<file path="src/design/lfu_cache_lru_tiebreak_macros.svh">
// Assertion macros shared by the cache RTL.
`ifndef LFU_CACHE_LRU_TIEBREAK_MACROS_SVH
`define LFU_CACHE_LRU_TIEBREAK_MACROS_SVH

// The consequent must hold in the same cycle as the antecedent.
`define LFUC_ASSERT_SAME(label, clk, rst, ante, cons, msg) \
   label: assert property (@(posedge clk) disable iff (rst) (ante) |-> (cons)) \
      else $error(msg);

// The consequent must hold in the cycle after the antecedent.
`define LFUC_ASSERT_NEXT(label, clk, rst, ante, cons, msg) \
   label: assert property (@(posedge clk) disable iff (rst) (ante) |=> (cons)) \
      else $error(msg);

`endif

</file>
<file path="src/design/lfuc_pkg.sv">
package lfuc_pkg;

   localparam int CAPACITY    = 16;
   localparam int COUNT_WIDTH = 32;
   localparam int DATA_W      = 32;
   localparam int STAMP_W     = 64;
   localparam int CSR_W       = 5;
   localparam int IDX_W       = (CAPACITY > 1) ? $clog2(CAPACITY) : 1;
   localparam int OCC_W       = $clog2(CAPACITY + 1);

   localparam logic [CSR_W-1:0] CAP_RESET = CSR_W'(16);

   localparam logic FUNC_GET = 1'b0;
   localparam logic FUNC_PUT = 1'b1;

   typedef struct packed {
      logic                   valid;
      logic [DATA_W-1:0]      key;
      logic [DATA_W-1:0]      value;
      logic [COUNT_WIDTH-1:0] count;
      logic [STAMP_W-1:0]     stamp;
   } lfuc_entry_type;

   typedef struct packed {
      logic                   we;
      logic [IDX_W-1:0]       idx;
      logic                   key_we;
      logic [DATA_W-1:0]      key;
      logic                   value_we;
      logic [DATA_W-1:0]      value;
      logic [COUNT_WIDTH-1:0] count;
      logic [STAMP_W-1:0]     stamp;
      logic                   set_valid;
      logic                   kill;
      logic [IDX_W-1:0]       kill_idx;
   } lfuc_wr_type;

   typedef struct packed {
      logic                   hit;
      logic [IDX_W-1:0]       hit_idx;
      logic [COUNT_WIDTH-1:0] hit_count;
      logic [DATA_W-1:0]      hit_value;
      logic                   victim;
      logic [IDX_W-1:0]       victim_idx;
      logic                   free;
      logic [IDX_W-1:0]       free_idx;
   } lfuc_scan_type;

   function automatic logic [COUNT_WIDTH-1:0] count_inc(input logic [COUNT_WIDTH-1:0] c);
      return (c == '1) ? c : c + COUNT_WIDTH'(1);
   endfunction

endpackage

</file>
<file path="src/design/lfuc_if.sv">
interface lfuc_req_if import lfuc_pkg::*; ();
   logic                     valid;
   logic                     ready;
   logic                     func;
   logic signed [DATA_W-1:0] key;
   logic signed [DATA_W-1:0] write_value;

   modport source (output valid, func, key, write_value, input ready);
   modport sink (input valid, func, key, write_value, output ready);
endinterface

interface lfuc_rsp_if import lfuc_pkg::*; ();
   logic                     valid;
   logic                     ready;
   logic                     found;
   logic signed [DATA_W-1:0] read_value;

   modport source (output valid, found, read_value, input ready);
   modport sink (input valid, found, read_value, output ready);
endinterface

</file>
<file path="src/design/lfuc_table.sv">
module lfuc_table import lfuc_pkg::*; (
   input  logic             clock,
   input  logic             reset,
   input  logic [IDX_W-1:0] rd_idx,
   output lfuc_entry_type   rd_entry,
   input  lfuc_wr_type      wr
);

   logic [CAPACITY-1:0]    valid_ff;
   logic [CAPACITY-1:0]    valid_in;
   logic [DATA_W-1:0]      key_mem   [CAPACITY];
   logic [DATA_W-1:0]      value_mem [CAPACITY];
   logic [COUNT_WIDTH-1:0] count_mem [CAPACITY];
   logic [STAMP_W-1:0]     stamp_mem [CAPACITY];
   lfuc_entry_type         rd_ff;

   always_comb begin
      valid_in = valid_ff;
      if (wr.kill) begin
         valid_in[wr.kill_idx] = 1'b0;
      end
      if (wr.we && wr.set_valid) begin
         valid_in[wr.idx] = 1'b1;
      end
   end

   always_ff @(posedge clock) begin
      if (reset) begin
         valid_ff <= '0;
      end else begin
         valid_ff <= valid_in;
      end
   end

   always_ff @(posedge clock) begin
      if (wr.we) begin
         if (wr.key_we) begin
            key_mem[wr.idx] <= wr.key;
         end
         if (wr.value_we) begin
            value_mem[wr.idx] <= wr.value;
         end
         count_mem[wr.idx] <= wr.count;
         stamp_mem[wr.idx] <= wr.stamp;
      end
   end

   // The entry addressed in one cycle is presented in the next.
   always_ff @(posedge clock) begin
      rd_ff.valid <= valid_ff[rd_idx];
      rd_ff.key   <= key_mem[rd_idx];
      rd_ff.value <= value_mem[rd_idx];
      rd_ff.count <= count_mem[rd_idx];
      rd_ff.stamp <= stamp_mem[rd_idx];
   end

   assign rd_entry = rd_ff;

endmodule

</file>
<file path="src/design/lfuc_scan.sv">
module lfuc_scan import lfuc_pkg::*; (
   input  logic              clock,
   input  logic              reset,
   input  logic              start,
   input  logic              step,
   input  logic [IDX_W-1:0]  idx,
   input  logic [DATA_W-1:0] key,
   input  lfuc_entry_type    entry,
   output lfuc_scan_type     status
);

   logic                   hit_ff, hit_in;
   logic [IDX_W-1:0]       hit_idx_ff;
   logic [COUNT_WIDTH-1:0] hit_count_ff;
   logic [DATA_W-1:0]      hit_value_ff;
   logic                   vic_ff, vic_in;
   logic [IDX_W-1:0]       vic_idx_ff;
   logic [COUNT_WIDTH-1:0] vic_count_ff;
   logic [STAMP_W-1:0]     vic_stamp_ff;
   logic                   free_ff, free_in;
   logic [IDX_W-1:0]       free_idx_ff;
   logic                   take_hit;
   logic                   take_vic;
   logic                   take_free;

   always_comb begin
      take_hit  = step && entry.valid && !hit_ff && (entry.key == key);
      take_vic  = step && entry.valid &&
                  (!vic_ff || (entry.count < vic_count_ff) ||
                   ((entry.count == vic_count_ff) && (entry.stamp < vic_stamp_ff)));
      take_free = step && !entry.valid && !free_ff;
      hit_in    = start ? 1'b0 : (hit_ff || take_hit);
      vic_in    = start ? 1'b0 : (vic_ff || take_vic);
      free_in   = start ? 1'b0 : (free_ff || take_free);
   end

   always_ff @(posedge clock) begin
      if (reset) begin
         hit_ff  <= 1'b0;
         vic_ff  <= 1'b0;
         free_ff <= 1'b0;
      end else begin
         hit_ff  <= hit_in;
         vic_ff  <= vic_in;
         free_ff <= free_in;
      end
   end

   always_ff @(posedge clock) begin
      if (take_hit) begin
         hit_idx_ff   <= idx;
         hit_count_ff <= entry.count;
         hit_value_ff <= entry.value;
      end
      if (take_vic) begin
         vic_idx_ff   <= idx;
         vic_count_ff <= entry.count;
         vic_stamp_ff <= entry.stamp;
      end
      if (take_free) begin
         free_idx_ff <= idx;
      end
   end

   always_comb begin
      status.hit        = hit_ff;
      status.hit_idx    = hit_idx_ff;
      status.hit_count  = hit_count_ff;
      status.hit_value  = hit_value_ff;
      status.victim     = vic_ff;
      status.victim_idx = vic_idx_ff;
      status.free       = free_ff;
      status.free_idx   = free_idx_ff;
   end

endmodule

</file>
<file path="src/design/lfu_cache_lru_tiebreak.sv">
// Key-value cache with least-frequently-used replacement and an oldest-touch
// tiebreak. Each item is a get or a put; a get returns one result item with a
// found flag and the stored value, and a put returns nothing. An item is
// accepted while idle; a single shared compare unit then checks each of the
// 16 table entries in turn for a key match, for the eviction victim and for
// the first free slot before write-back. A get waits in write-back while an
// earlier result has not been taken. The capacity register is to be written
// by the user only while the block is idle; the block does not enforce this.
// Values above 16 act as 16 and zero disables the cache.
`include "lfu_cache_lru_tiebreak_macros.svh"

module lfu_cache_lru_tiebreak import lfuc_pkg::*; (
   input  logic             clock,
   input  logic             reset,
   lfuc_req_if.sink         req_port,
   lfuc_rsp_if.source       rsp_port,
   input  logic             csr_write_enable,
   input  logic [CSR_W-1:0] csr_write_data
);

   typedef enum logic [2:0] {
      ST_IDLE  = 3'b001,
      ST_SCAN  = 3'b010,
      ST_WRITE = 3'b100
   } state_type;

   state_type              state_ff, state_in;
   logic [IDX_W-1:0]       idx_ff, idx_in;
   logic                   func_ff;
   logic [DATA_W-1:0]      key_ff;
   logic [DATA_W-1:0]      wval_ff;
   logic                   en_ff;
   logic [CSR_W-1:0]       csr_capacity_ff;
   logic [STAMP_W-1:0]     touch_ff;
   logic [OCC_W-1:0]       occ_ff, occ_in;
   logic                   rsp_valid_ff, rsp_valid_in;
   logic                   rsp_found_ff;
   logic [DATA_W-1:0]      rsp_value_ff;

   logic                   accept;
   logic                   finish;
   logic                   emit;
   logic                   do_hit;
   logic                   do_insert;
   logic                   evict;
   logic                   ins_ok;
   logic [IDX_W-1:0]       ins_idx;
   logic [OCC_W-1:0]       cap_eff;
   lfuc_entry_type         rd_entry;
   lfuc_wr_type            wr;
   lfuc_scan_type          scan;

   lfuc_table u_table (
      .clock    (clock),
      .reset    (reset),
      .rd_idx   (idx_in),
      .rd_entry (rd_entry),
      .wr       (wr)
   );

   lfuc_scan u_scan (
      .clock  (clock),
      .reset  (reset),
      .start  (accept),
      .step   (state_ff == ST_SCAN),
      .idx    (idx_ff),
      .key    (key_ff),
      .entry  (rd_entry),
      .status (scan)
   );

   assign req_port.ready      = (state_ff == ST_IDLE);
   assign accept              = req_port.valid && req_port.ready;
   assign rsp_port.valid      = rsp_valid_ff;
   assign rsp_port.found      = rsp_found_ff;
   assign rsp_port.read_value = rsp_value_ff;

   always_comb begin
      cap_eff = (32'(csr_capacity_ff) > 32'(CAPACITY)) ? OCC_W'(CAPACITY)
                                                       : OCC_W'(csr_capacity_ff);
      finish    = (state_ff == ST_WRITE) &&
                  !((func_ff == FUNC_GET) && rsp_valid_ff && !rsp_port.ready);
      emit      = finish && (func_ff == FUNC_GET);
      do_hit    = en_ff && scan.hit;
      do_insert = en_ff && (func_ff == FUNC_PUT) && !scan.hit;
      evict     = do_insert && (occ_ff >= cap_eff) && scan.victim;
      ins_idx   = (evict && (!scan.free || (scan.victim_idx < scan.free_idx)))
                  ? scan.victim_idx : scan.free_idx;
      ins_ok    = do_insert && (evict || scan.free);

      wr.we        = finish && (do_hit || ins_ok);
      wr.idx       = do_hit ? scan.hit_idx : ins_idx;
      wr.key_we    = !do_hit;
      wr.key       = key_ff;
      wr.value_we  = (func_ff == FUNC_PUT);
      wr.value     = wval_ff;
      wr.count     = do_hit ? count_inc(scan.hit_count) : '0;
      wr.stamp     = touch_ff;
      wr.set_valid = !do_hit;
      wr.kill      = finish && evict;
      wr.kill_idx  = scan.victim_idx;

      occ_in = occ_ff;
      if (finish && ins_ok && !evict) begin
         occ_in = occ_ff + OCC_W'(1);
      end

      rsp_valid_in = rsp_valid_ff;
      if (emit) begin
         rsp_valid_in = 1'b1;
      end else if (rsp_port.ready) begin
         rsp_valid_in = 1'b0;
      end
   end

   always_comb begin
      state_in = state_ff;
      idx_in   = idx_ff;
      unique case (state_ff)
         ST_IDLE: begin
            if (accept) begin
               state_in = ST_SCAN;
               idx_in   = '0;
            end
         end
         ST_SCAN: begin
            idx_in = idx_ff + IDX_W'(1);
            if (idx_ff == IDX_W'(CAPACITY - 1)) begin
               state_in = ST_WRITE;
            end
         end
         ST_WRITE: begin
            if (finish) begin
               state_in = ST_IDLE;
            end
         end
         default: begin
            state_in = ST_IDLE;
         end
      endcase
   end

   always_ff @(posedge clock) begin
      if (reset) begin
         state_ff        <= ST_IDLE;
         idx_ff          <= '0;
         csr_capacity_ff <= CAP_RESET;
         touch_ff        <= '0;
         occ_ff          <= '0;
         rsp_valid_ff    <= 1'b0;
         en_ff           <= 1'b0;
      end else begin
         state_ff     <= state_in;
         idx_ff       <= idx_in;
         occ_ff       <= occ_in;
         rsp_valid_ff <= rsp_valid_in;
         if (csr_write_enable) begin
            csr_capacity_ff <= csr_write_data;
         end
         if (wr.we) begin
            touch_ff <= touch_ff + STAMP_W'(1);
         end
         if (accept) begin
            en_ff <= (csr_capacity_ff != '0);
         end
      end
   end

   always_ff @(posedge clock) begin
      if (accept) begin
         func_ff <= req_port.func;
         key_ff  <= req_port.key;
         wval_ff <= req_port.write_value;
      end
      if (emit) begin
         rsp_found_ff <= do_hit;
         rsp_value_ff <= do_hit ? scan.hit_value : '0;
      end
   end

   `LFUC_ASSERT_SAME(a_occ_bound, clock, reset, 1'b1,
      32'(occ_ff) <= 32'(CAPACITY), "occupancy above table size")
   `LFUC_ASSERT_SAME(a_rsp_from_write, clock, reset, $rose(rsp_valid_ff),
      $past(state_ff) == ST_WRITE, "result item raised outside write-back")
   `LFUC_ASSERT_NEXT(a_touch_only_on_write, clock, reset, state_ff != ST_WRITE,
      $stable(touch_ff), "touch counter moved outside write-back")
   `LFUC_ASSERT_NEXT(a_put_no_result, clock, reset,
      (state_ff == ST_WRITE) && (func_ff == FUNC_PUT) && !rsp_valid_ff,
      !rsp_valid_ff, "put produced a result item")

endmodule

</file>
<file path="src/flat_wrapper.sv">
// flat-port wrapper written by rule: the top's interface ports become plain ports
module lfu_cache_lru_tiebreak_flat import lfuc_pkg::*;
  (clock, reset, csr_write_enable, csr_write_data, req_port_valid, req_port_func, req_port_key, req_port_write_value, req_port_ready, rsp_port_valid, rsp_port_found, rsp_port_read_value, rsp_port_ready);
  lfuc_req_if req_port_i ();
  lfuc_rsp_if rsp_port_i ();
  input  logic clock;
  input  logic reset;
  input  logic csr_write_enable;
  input  logic [CSR_W-1:0] csr_write_data;
  input wire logic [$bits(req_port_i.valid)-1:0] req_port_valid;
  input wire logic [$bits(req_port_i.func)-1:0] req_port_func;
  input wire logic [$bits(req_port_i.key)-1:0] req_port_key;
  input wire logic [$bits(req_port_i.write_value)-1:0] req_port_write_value;
  output wire logic [$bits(req_port_i.ready)-1:0] req_port_ready;
  output wire logic [$bits(rsp_port_i.valid)-1:0] rsp_port_valid;
  output wire logic [$bits(rsp_port_i.found)-1:0] rsp_port_found;
  output wire logic [$bits(rsp_port_i.read_value)-1:0] rsp_port_read_value;
  input wire logic [$bits(rsp_port_i.ready)-1:0] rsp_port_ready;
  assign req_port_i.valid = req_port_valid;
  assign req_port_i.func = req_port_func;
  assign req_port_i.key = req_port_key;
  assign req_port_i.write_value = req_port_write_value;
  assign req_port_ready = req_port_i.ready;
  assign rsp_port_valid = rsp_port_i.valid;
  assign rsp_port_found = rsp_port_i.found;
  assign rsp_port_read_value = rsp_port_i.read_value;
  assign rsp_port_i.ready = rsp_port_ready;
  lfu_cache_lru_tiebreak u_core (.clock(clock), .reset(reset), .req_port(req_port_i), .rsp_port(rsp_port_i), .csr_write_enable(csr_write_enable), .csr_write_data(csr_write_data));
endmodule
</file>
<file path="config.mk">
export PLATFORM = sky130hd
export DESIGN_NAME = lfu_cache_lru_tiebreak_flat
export DESIGN_NICKNAME = d
export VERILOG_FILES = /design/src/design/lfuc_pkg.sv /design/src/design/lfuc_if.sv /design/src/design/lfuc_table.sv /design/src/design/lfuc_scan.sv /design/src/design/lfu_cache_lru_tiebreak.sv /design/src/flat_wrapper.sv
export VERILOG_INCLUDE_DIRS = /design/src /design/src/design
export SDC_FILE = /design/constraint.sdc
export NUM_CORES = 2
export LEC_CHECK = 0
export ABC_AREA = 1
export BUFFER_PORTS_ARGS = -buffer_cell sky130_fd_sc_hd__buf_4
export CORE_MARGIN = 5
export CORE_UTILIZATION = 30
export DETAILED_ROUTE_END_ITERATION = 8
export PLACE_DENSITY = 0.45
export SLEW_MARGIN = 20
export SYNTH_ARGS = -nofsm -noshare
export SYNTH_HDL_FRONTEND = slang
export SYNTH_SLANG_ARGS = --single-unit
</file>
<file path="constraint.sdc">
create_clock -name clock -period 8.9 [get_ports clock]
set_clock_uncertainty 0.15 [all_clocks]
set_input_delay 1.335 -clock clock [delete_from_list [all_inputs] [get_ports clock]]
set_output_delay 1.335 -clock clock [all_outputs]
set_load 0.01 [all_outputs]
</file>
== After elaboration in Yosys (flattened, before gate mapping) ==
Memory sizes are Yosys's and may differ from the RTL's. A register that Yosys moved wholly into a read port is not among the register bits.
Index checks and enable logic that the tools add are counted.

* ROM bits: 0
* Flip-flop bits (word level): 373
* Input port bits: 75
* Latch bits: 0
* Word-level logic and storage cells: 131
* Output and inout port bits: 35
* RAM bits: 2,560
* Memories kept: 4

{| class="wikitable"
|+ Memory list
! memory !! depth !! width !! rd ports !! clocked after memory_dff !! wr ports !! RTL line !! text
|-
| u_core.u_table.stamp_mem || 16 || 64 || 1 || 1 || 1 || lfuc_table.sv:14 || <nowiki>logic [STAMP_W-1:0] stamp_mem [CAPACITY];</nowiki>
|-
| u_core.u_table.count_mem || 16 || 32 || 1 || 1 || 1 || lfuc_table.sv:13 || <nowiki>logic [COUNT_WIDTH-1:0] count_mem [CAPACITY];</nowiki>
|-
| u_core.u_table.key_mem || 16 || 32 || 1 || 1 || 1 || lfuc_table.sv:11 || <nowiki>logic [DATA_W-1:0] key_mem [CAPACITY];</nowiki>
|-
| u_core.u_table.value_mem || 16 || 32 || 1 || 1 || 1 || lfuc_table.sv:12 || <nowiki>logic [DATA_W-1:0] value_mem [CAPACITY];</nowiki>
|}

* Bitwise operators: 4
* Reductions and logical operators: 46
* Equality and inequality tests: 10
* Divide/modulo/power cells: 0
* Muxes and demuxes: 29
* $mul: 0
* $lt $le $gt $ge: 10
* Shift-type cells: 0
* Add/sub/neg operators: 4

{| class="wikitable"
|+ Operators with widths
! cell !! number
|-
| 64-bit by 1-bit adder with 64-bit output (second input constant) || 1
|-
| 32-bit equality test || 2
|-
| 64-bit < comparator || 1
|-
| 32-bit 2-to-1 mux || 2
|-
| 32-bit by 1-bit adder with 32-bit output (second input constant) || 1
|-
| 32-bit equality test (second input constant) || 1
|-
| 32-bit < comparator || 1
|-
| 16-bit 2-to-1 mux || 2
|-
| 1-bit logical AND || 26
|-
| 16-bit AND || 1
|-
| 16-bit NOT || 1
|-
| 16-bit OR || 1
|-
| 4-bit by 5-bit < comparator with 1-bit output (second input constant) || 3
|-
| 1-bit 2-to-1 mux || 13
|-
| 4-bit 2-to-1 mux || 3
|-
| 3-bit 2-to-1 mux || 3
|-
| 3-bit case mux with 3 select lines || 1
|-
| 1-bit demux with 4-bit select || 2
|-
| 4-bit by 1-bit >= comparator with 1-bit output (second input constant) || 2
|-
| 1-bit logical NOT || 8
|-
| 1-bit logical OR || 8
|-
| 4-bit case mux with 2 select lines || 1
|-
| 5-bit by 1-bit adder with 5-bit output (second input constant) || 1
|-
| 5-bit >= comparator || 1
|-
| 16 further kinds || 17
|}

== Longest topological paths before layout ==
* Depth in word-level cells: 14
* Gate-level depth with buffers: 20
* Mapped depth without buffers: 19

== Modules after synthesis ==
Synthesis repeated with hierarchy kept, for this count alone.

* Cell total of the unflattened synthesis: 11,868
* Area, all modules: 128,535.8 um^2

{| class="wikitable"
|+ By module, submodules not included
! module !! times used !! seq. area each (um^2) !! area each (um^2) !! cells each
|-
| lfuc_table || 1 || 80,417.1 || 110,315.8 || 9,832
|-
| lfu_cache_lru_tiebreak || 1 || 4,604.4 || 9,838.2 || 1,347
|-
| lfuc_scan || 1 || 5,225.0 || 8,381.8 || 689
|}

== Worst setup path after synthesis ==
No wires, ideal clock.

* Path kind: reg-to-reg
* From: register u_core.csr_capacity_ff[0]
* To: memory u_core.u_table.count_mem[13][0], enable pin
* Required time: 8.198 ns
* Path slack: 1.997 ns
* Period minus slack after synthesis: 6.903 ns
* Path buffers: 0
* Library setup time: 0.552 ns
* Cell stages (with the launch flop): 17
* Arrival: 6.202 ns
* Cells stage by stage: dfxtp_1 nor4_1 o21ai_0 ha_1 a21oi_1 nand2_1 nand2_1 nand2_1 nand3_2 inv_1 nand2_1 nand2_1 nand3_1 nand2_1 nor2_1 nand2_1 nor2_1

* Cells in the longest elaborated chain, start to end: 11
* Elaborated cells on any way between the ends: 14
* Classes of those cells: order compare: 2; mux: 5; reduce/logical: 7

{| class="wikitable"
|+ RTL lines
! item !! RTL line !! text
|-
| start, declared || lfu_cache_lru_tiebreak.sv:33 || <nowiki>logic [CSR_W-1:0] csr_capacity_ff;</nowiki>
|-
| start signal, assigned || lfu_cache_lru_tiebreak.sv:158 || <nowiki>csr_capacity_ff <= csr_write_data;</nowiki>
|-
| 5-bit greater-than comparator || lfu_cache_lru_tiebreak.sv:79 || <nowiki>cap_eff = (32'(csr_capacity_ff) > 32'(CAPACITY)) ? OCC_W'(CAPACITY)</nowiki>
|-
| 5-bit 2-to-1 mux * || lfu_cache_lru_tiebreak.sv:79 ||
|-
| 5-bit >= comparator * || lfu_cache_lru_tiebreak.sv:86 || <nowiki>evict = do_insert && (occ_ff >= cap_eff) && scan.victim;</nowiki>
|-
| 1-bit logical AND * (2 in series) || lfu_cache_lru_tiebreak.sv:86 ||
|-
| 1-bit logical OR || lfu_cache_lru_tiebreak.sv:89 || <nowiki>ins_ok = do_insert && (evict || scan.free);</nowiki>
|-
| 1-bit logical AND || lfu_cache_lru_tiebreak.sv:89 ||
|-
| 1-bit logical OR || lfu_cache_lru_tiebreak.sv:91 || <nowiki>wr.we = finish && (do_hit || ins_ok);</nowiki>
|-
| 1-bit logical AND || lfu_cache_lru_tiebreak.sv:91 ||
|-
| 1-bit 2-to-1 mux || lfuc_table.sv:36 || <nowiki>if (wr.we) begin</nowiki>
|-
| 1-bit 2-to-1 mux (implied by the code) || lfuc_table.sv:43 || <nowiki>count_mem[wr.idx] <= wr.count;</nowiki>
|-
| end, declared || lfuc_table.sv:13 ||
|}

Every way passes the cells marked *; elsewhere a longest branch is shown, timed or not.

== Final worst setup path ==
* From: register u_core.csr_capacity_ff[0]
* To: memory u_core.u_table.stamp_mem[8][30], enable pin

* Cells in the longest elaborated chain, start to end: 11
* Elaborated cells on any way between the ends: 14
* Classes of those cells: order compare: 2; mux: 5; reduce/logical: 7

{| class="wikitable"
|+ RTL lines
! item !! RTL line !! text
|-
| 5-bit greater-than comparator || lfu_cache_lru_tiebreak.sv:79 ||
|-
| 5-bit 2-to-1 mux * || lfu_cache_lru_tiebreak.sv:79 ||
|-
| 5-bit >= comparator * || lfu_cache_lru_tiebreak.sv:86 ||
|-
| 1-bit logical AND * (2 in series) || lfu_cache_lru_tiebreak.sv:86 ||
|-
| 1-bit logical OR || lfu_cache_lru_tiebreak.sv:89 ||
|-
| 1-bit logical AND || lfu_cache_lru_tiebreak.sv:89 ||
|-
| 1-bit logical OR || lfu_cache_lru_tiebreak.sv:91 ||
|-
| 1-bit logical AND || lfu_cache_lru_tiebreak.sv:91 ||
|-
| 1-bit 2-to-1 mux || lfuc_table.sv:36 ||
|-
| 1-bit 2-to-1 mux (implied by the code) || lfuc_table.sv:44 || <nowiki>stamp_mem[wr.idx] <= wr.stamp;</nowiki>
|-
| end, declared || lfuc_table.sv:14 ||
|}

Marks and branches as above.

==> summary by stage <==
Clock network
The count of hold buffers inserted by post-cts repair is 0. In this run the deepest clock path goes through 4 buffers. At the later pin of the worst-skew pair, clock insertion delay measures about 0.95 ns. After clock tree synthesis, the clock-pin slew on the worst setup and hold paths is 0.06 ns. The buffer count from post-CTS setup fixing is 0. The CTS tree is built. The tree built by TritonCTS fans out to 3093 sinks. Gates resized during post-CTS repair numbered 0. The clock tree root driver cell is sky130_fd_sc_hd__clkbuf_16.

The number of clock buffers added by TritonCTS is around 350. The depth of the CTS H-tree is 5.

Die
The initial cell density of the core is 0.3008. The die span in y is 645.2 µm. 110 I/O pins were placed. The die outline area is 0.4162 mm². From left edge to right edge, the die measures ~650 µm. The floorplan has between 200 and 250 rows. In this run the standard cell core region covers between 0.4 and 0.5 mm².

Routing
The final route contains approximately 75000 vias. The detailed-route wire length is 349400 µm. For this run, design rule violations remaining after detail routing come to 0. The first detailed-routing pass ran for 6 iterations. After detailed routing, the number of vias per cell comes to 5.042.

Dividing the detail-routed wire length by the instance count gives about 23 µm. In this run, the number of DRC markers left after iteration 0 of detailed routing was around 6300. The detail route stage leaves a number of antenna-violating nets equal to 0.

Yosys
The largest area contributor in the netlist is sky130_fd_sc_hd__edfxtp_1. Yosys attributes the largest share of cell area to sky130_fd_sc_hd__edfxtp_1 (70%), sky130_fd_sc_hd__o21ai_0 (5.3%), sky130_fd_sc_hd__nor2_1 (4.8%), sky130_fd_sc_hd__dfxtp_1 (4.4%), sky130_fd_sc_hd__nand2_1 (2.5%). The average instance in the mapped netlist occupies approximately 13 µm². The synthesized netlist net count is between 9000 and 10000. The distinct cell type count of the synthesized netlist is 52.

The post-synthesis cell area is around 0.12 mm². Counting flops with a built-in enable in the synthesized netlist gives 2830. By count the netlist is led by sky130_fd_sc_hd__edfxtp_1 (2830), sky130_fd_sc_hd__nor2_1 (1560), sky130_fd_sc_hd__o21ai_0 (1293).

The number of instances in the synthesized netlist is 9322. The library cell with the highest instance count after synthesis is sky130_fd_sc_hd__edfxtp_1. After synthesis, the share of flip-flops with an asynchronous set or reset is 0.

The share of synthesized area in the top cell type comes to 0.7022. During synthesis, Yosys emitted a total of 0 warnings. The commonest register cell after synthesis is sky130_fd_sc_hd__edfxtp_1. The total of flip-flops plus latches after synthesis is 3093. The fraction of the yosys area taken by sequential cells is 0.7457.

Setup path
At the worst endpoint, the required time is ~9.3 ns. The critical path is of the flip-flop to flip-flop type. At the worst endpoint, the arrival time is between 5 and 6 ns. The type of origin of the critical path is a flip-flop. The type of destination of the critical path is a flip-flop. Tracing the worst setup path back leads to its startpoint at u_core.csr_capacity_ff[0]$_SDFFE_PP0P_. In this run the worst path has a maximum fanout of between 40 and 50. In this run the critical register-to-register path is launched from u_core.csr_capacity_ff[0]$_SDFFE_PP0P_.

Finish
The finished layout holds between 10000 and 15000 standard cells, fillers aside. The fraction of final layout cells sized beyond drive strength 1 is 0.08891. The number of nets in the finished design is between 9000 and 10000. The area growth from synthesis to layout is 14.73%.

Worst hold path
The startpoint identified for the worst hold timing path is u_core.u_table.rd_entry[124]$_DFF_P_. The classification of the worst-slack hold path is flip-flop to flip-flop.

STA
Based on the critical path, the design can be clocked at up to 183.5 MHz. The worst slew margin relative to its limit is 0.2091. Setup repair after global routing left no endpoint under its margin. The final count of hold timing violations came to 0. The slew at the pin closest to its max-slew limit is 1.186 ns.

The final total negative setup slack is 0 ns. The total setup violations reported at the end of the flow is 0. The max-slew violation count was 0. The shortest clock period the worst path allows after layout is 5.448 ns.

The final cycle utilization of the critical path is 0.6122.

Status
The flow ran to the end, and the final reports show no timing, DRC or antenna violations.

Pwr
The worst voltage drop across the vdd grid is about 0.17 mV. The power per cell area is ~230 mW/mm². The analysis attributes to cell leakage a power of 0.04534 µW.

Global route
The number of global-route vias before repair came to between 70000 and 80000. For this run the aggregate overflow at the end of global routing stands at 0. The first global-routing pass estimated roughly 500000 µm of wire. The number of antenna violations at the first check in global routing is 9. Entering global routing, the biggest net connects 247 pins. The global router's overall resource usage is 0.1616.

Placement
After detailed placement, the design holds a cell count of 14290. The half-perimeter wire length after placement is approximately 180000 µm. The congestion estimate from routability-driven global placement came to approximately 0.83. In this run the tool buffered the top-level ports with 109 buffer cells.

Run
The max-capacitance violation count is 0.
==> logic make-up after synthesis <==
logic type,count (synthesis),share of synthesized area
xor gates and xnor gates,42,0.003039
adders and majority gates,107,0.01106
AOI/OAI and AO/OA,2388,0.1143
DFF,3093,0.7457
and+or+nand+nor,2758,0.09145
buffers and inverters,934,0.03448
==> worst paths after layout <==
check                                         endpoint  slack (ns)  cells after the start
max          u_core.u_table.stamp_mem[8][30]$_DFFE_PP_        3.45                     18
min           u_core.u_scan.hit_value_ff[28]$_DFFE_PP_        0.26                      0
max reg2reg  u_core.u_table.stamp_mem[8][30]$_DFFE_PP_        3.45                     18
min reg2reg   u_core.u_scan.hit_value_ff[28]$_DFFE_PP_        0.26                      0
==> cell type report <==
class	instances	area [µm²]
Sequential cell	3093	90250
Multi-Input combinational cell	5295	26910
Fill cell	39015	263500
Antenna cell	5	12.51
Clock inverter	170	1846
Clock buffer	477	9638
Tap cell	5287	6615
Timing Repair Buffer	244	2136
Inverter	371	1445
==> state kept, by name, indices dropped and copies added (netlist names), 64 cells and up <==
name,cells
u_core.touch_ff,64
u_core.u_scan.vic_stamp_ff,64
u_core.u_table.count_mem,512
u_core.u_table.key_mem,512
u_core.u_table.rd_entry,161
u_core.u_table.stamp_mem,1024
u_core.u_table.value_mem,512
==> metal layers <==
metal | track usage | vias to the layer above | wire length (µm)
met5 | 0 | - | 0
met4 | 0.05144 | 0 | 11270
met3 | 0.01750 | 505 | 15180
met2 | 0.2717 | 1927 | 167500
met1 | 0.2194 | 38471 | 155400
li1 | - | 34433 | -
==> worst max-delay path, stage by stage, from the launching register on <==
cell	delay (ns)
sky130_fd_sc_hd__dfxtp_1	0.32
sky130_fd_sc_hd__nor4_1	0.47
sky130_fd_sc_hd__o21ai_0	0.18
sky130_fd_sc_hd__ha_1	0.33
sky130_fd_sc_hd__nand2_1	0.07
sky130_fd_sc_hd__inv_1	0.06
sky130_fd_sc_hd__nand2_1	0.04
sky130_fd_sc_hd__nand2_1	0.06
sky130_fd_sc_hd__nand2_1	0.07
sky130_fd_sc_hd__nand2_1	0.09
sky130_fd_sc_hd__nand3_2	0.12
sky130_fd_sc_hd__inv_1	0.13
sky130_fd_sc_hd__nand2_1	0.09
sky130_fd_sc_hd__nand2_2	0.06
sky130_fd_sc_hd__buf_4	0.41
sky130_fd_sc_hd__clkinv_2	0.79
sky130_fd_sc_hd__nor2_4	0.30
sky130_fd_sc_hd__buf_4	0.60
sky130_fd_sc_hd__buf_4	0.64
==> cells in the final DEF, fill, tap and decap left out, types with 8 or more instances in the layout <==
| cell | instances |
|---|---|
| sky130_fd_sc_hd__edfxtp_1 | 2830 |
| sky130_fd_sc_hd__nor2_1 | 1534 |
| sky130_fd_sc_hd__o21ai_0 | 1293 |
| sky130_fd_sc_hd__nand2_1 | 816 |
| sky130_fd_sc_hd__o22ai_1 | 387 |
| sky130_fd_sc_hd__clkbuf_16 | 352 |
| sky130_fd_sc_hd__inv_1 | 345 |
| sky130_fd_sc_hd__dfxtp_1 | 263 |
| sky130_fd_sc_hd__o221ai_1 | 244 |
| sky130_fd_sc_hd__buf_4 | 219 |
| sky130_fd_sc_hd__o211ai_1 | 163 |
| sky130_fd_sc_hd__o21ai_1 | 154 |
| sky130_fd_sc_hd__nand3_1 | 146 |
| sky130_fd_sc_hd__a21oi_1 | 120 |
| sky130_fd_sc_hd__ha_1 | 107 |
| sky130_fd_sc_hd__clkbuf_1 | 89 |
| sky130_fd_sc_hd__nor3_1 | 88 |
| sky130_fd_sc_hd__clkinv_2 | 63 |
| sky130_fd_sc_hd__nand4_1 | 57 |
| sky130_fd_sc_hd__clkinv_1 | 52 |
| sky130_fd_sc_hd__clkbuf_8 | 36 |
| sky130_fd_sc_hd__xor2_1 | 32 |
| sky130_fd_sc_hd__bufinv_16 | 29 |
| sky130_fd_sc_hd__nor2_4 | 24 |
| sky130_fd_sc_hd__buf_12 | 24 |
| sky130_fd_sc_hd__nor4_1 | 22 |
| sky130_fd_sc_hd__inv_2 | 17 |
| sky130_fd_sc_hd__or2_2 | 17 |
| sky130_fd_sc_hd__nor3_2 | 14 |
| sky130_fd_sc_hd__nor3b_1 | 11 |
| sky130_fd_sc_hd__xnor2_1 | 10 |
| sky130_fd_sc_hd__o21a_1 | 8 |
| sky130_fd_sc_hd__clkinv_16 | 8 |
| sky130_fd_sc_hd__inv_6 | 8 |
==> per-stage QoR <==
step | total power [µW] | area (µm²) | util | worst slack, ns | hold slack [ns]
after floorplan | 17360 | 121000 | - | 1.997 | 0.2355
after global placement | 17950 | 127300 | 0.3165 | 3.219 | 0.2443
after detailed placement | 17980 | 127300 | 0.3165 | 3.185 | 0.2395
after CTS | 32400 | 138800 | 0.3451 | 3.383 | 0.2558
after global routing | 33170 | 138800 | 0.3451 | 3.062 | 0.2580
final | 32000 | 138900 | 0.3451 | 3.452 | 0.2555
==> power by group <==
part / internal, µW / switching [µW]
clock network: 8460 / 5890
registers: 16000 / 227
logic: 389 / 1050
Power figures use the tool's default switching activity.
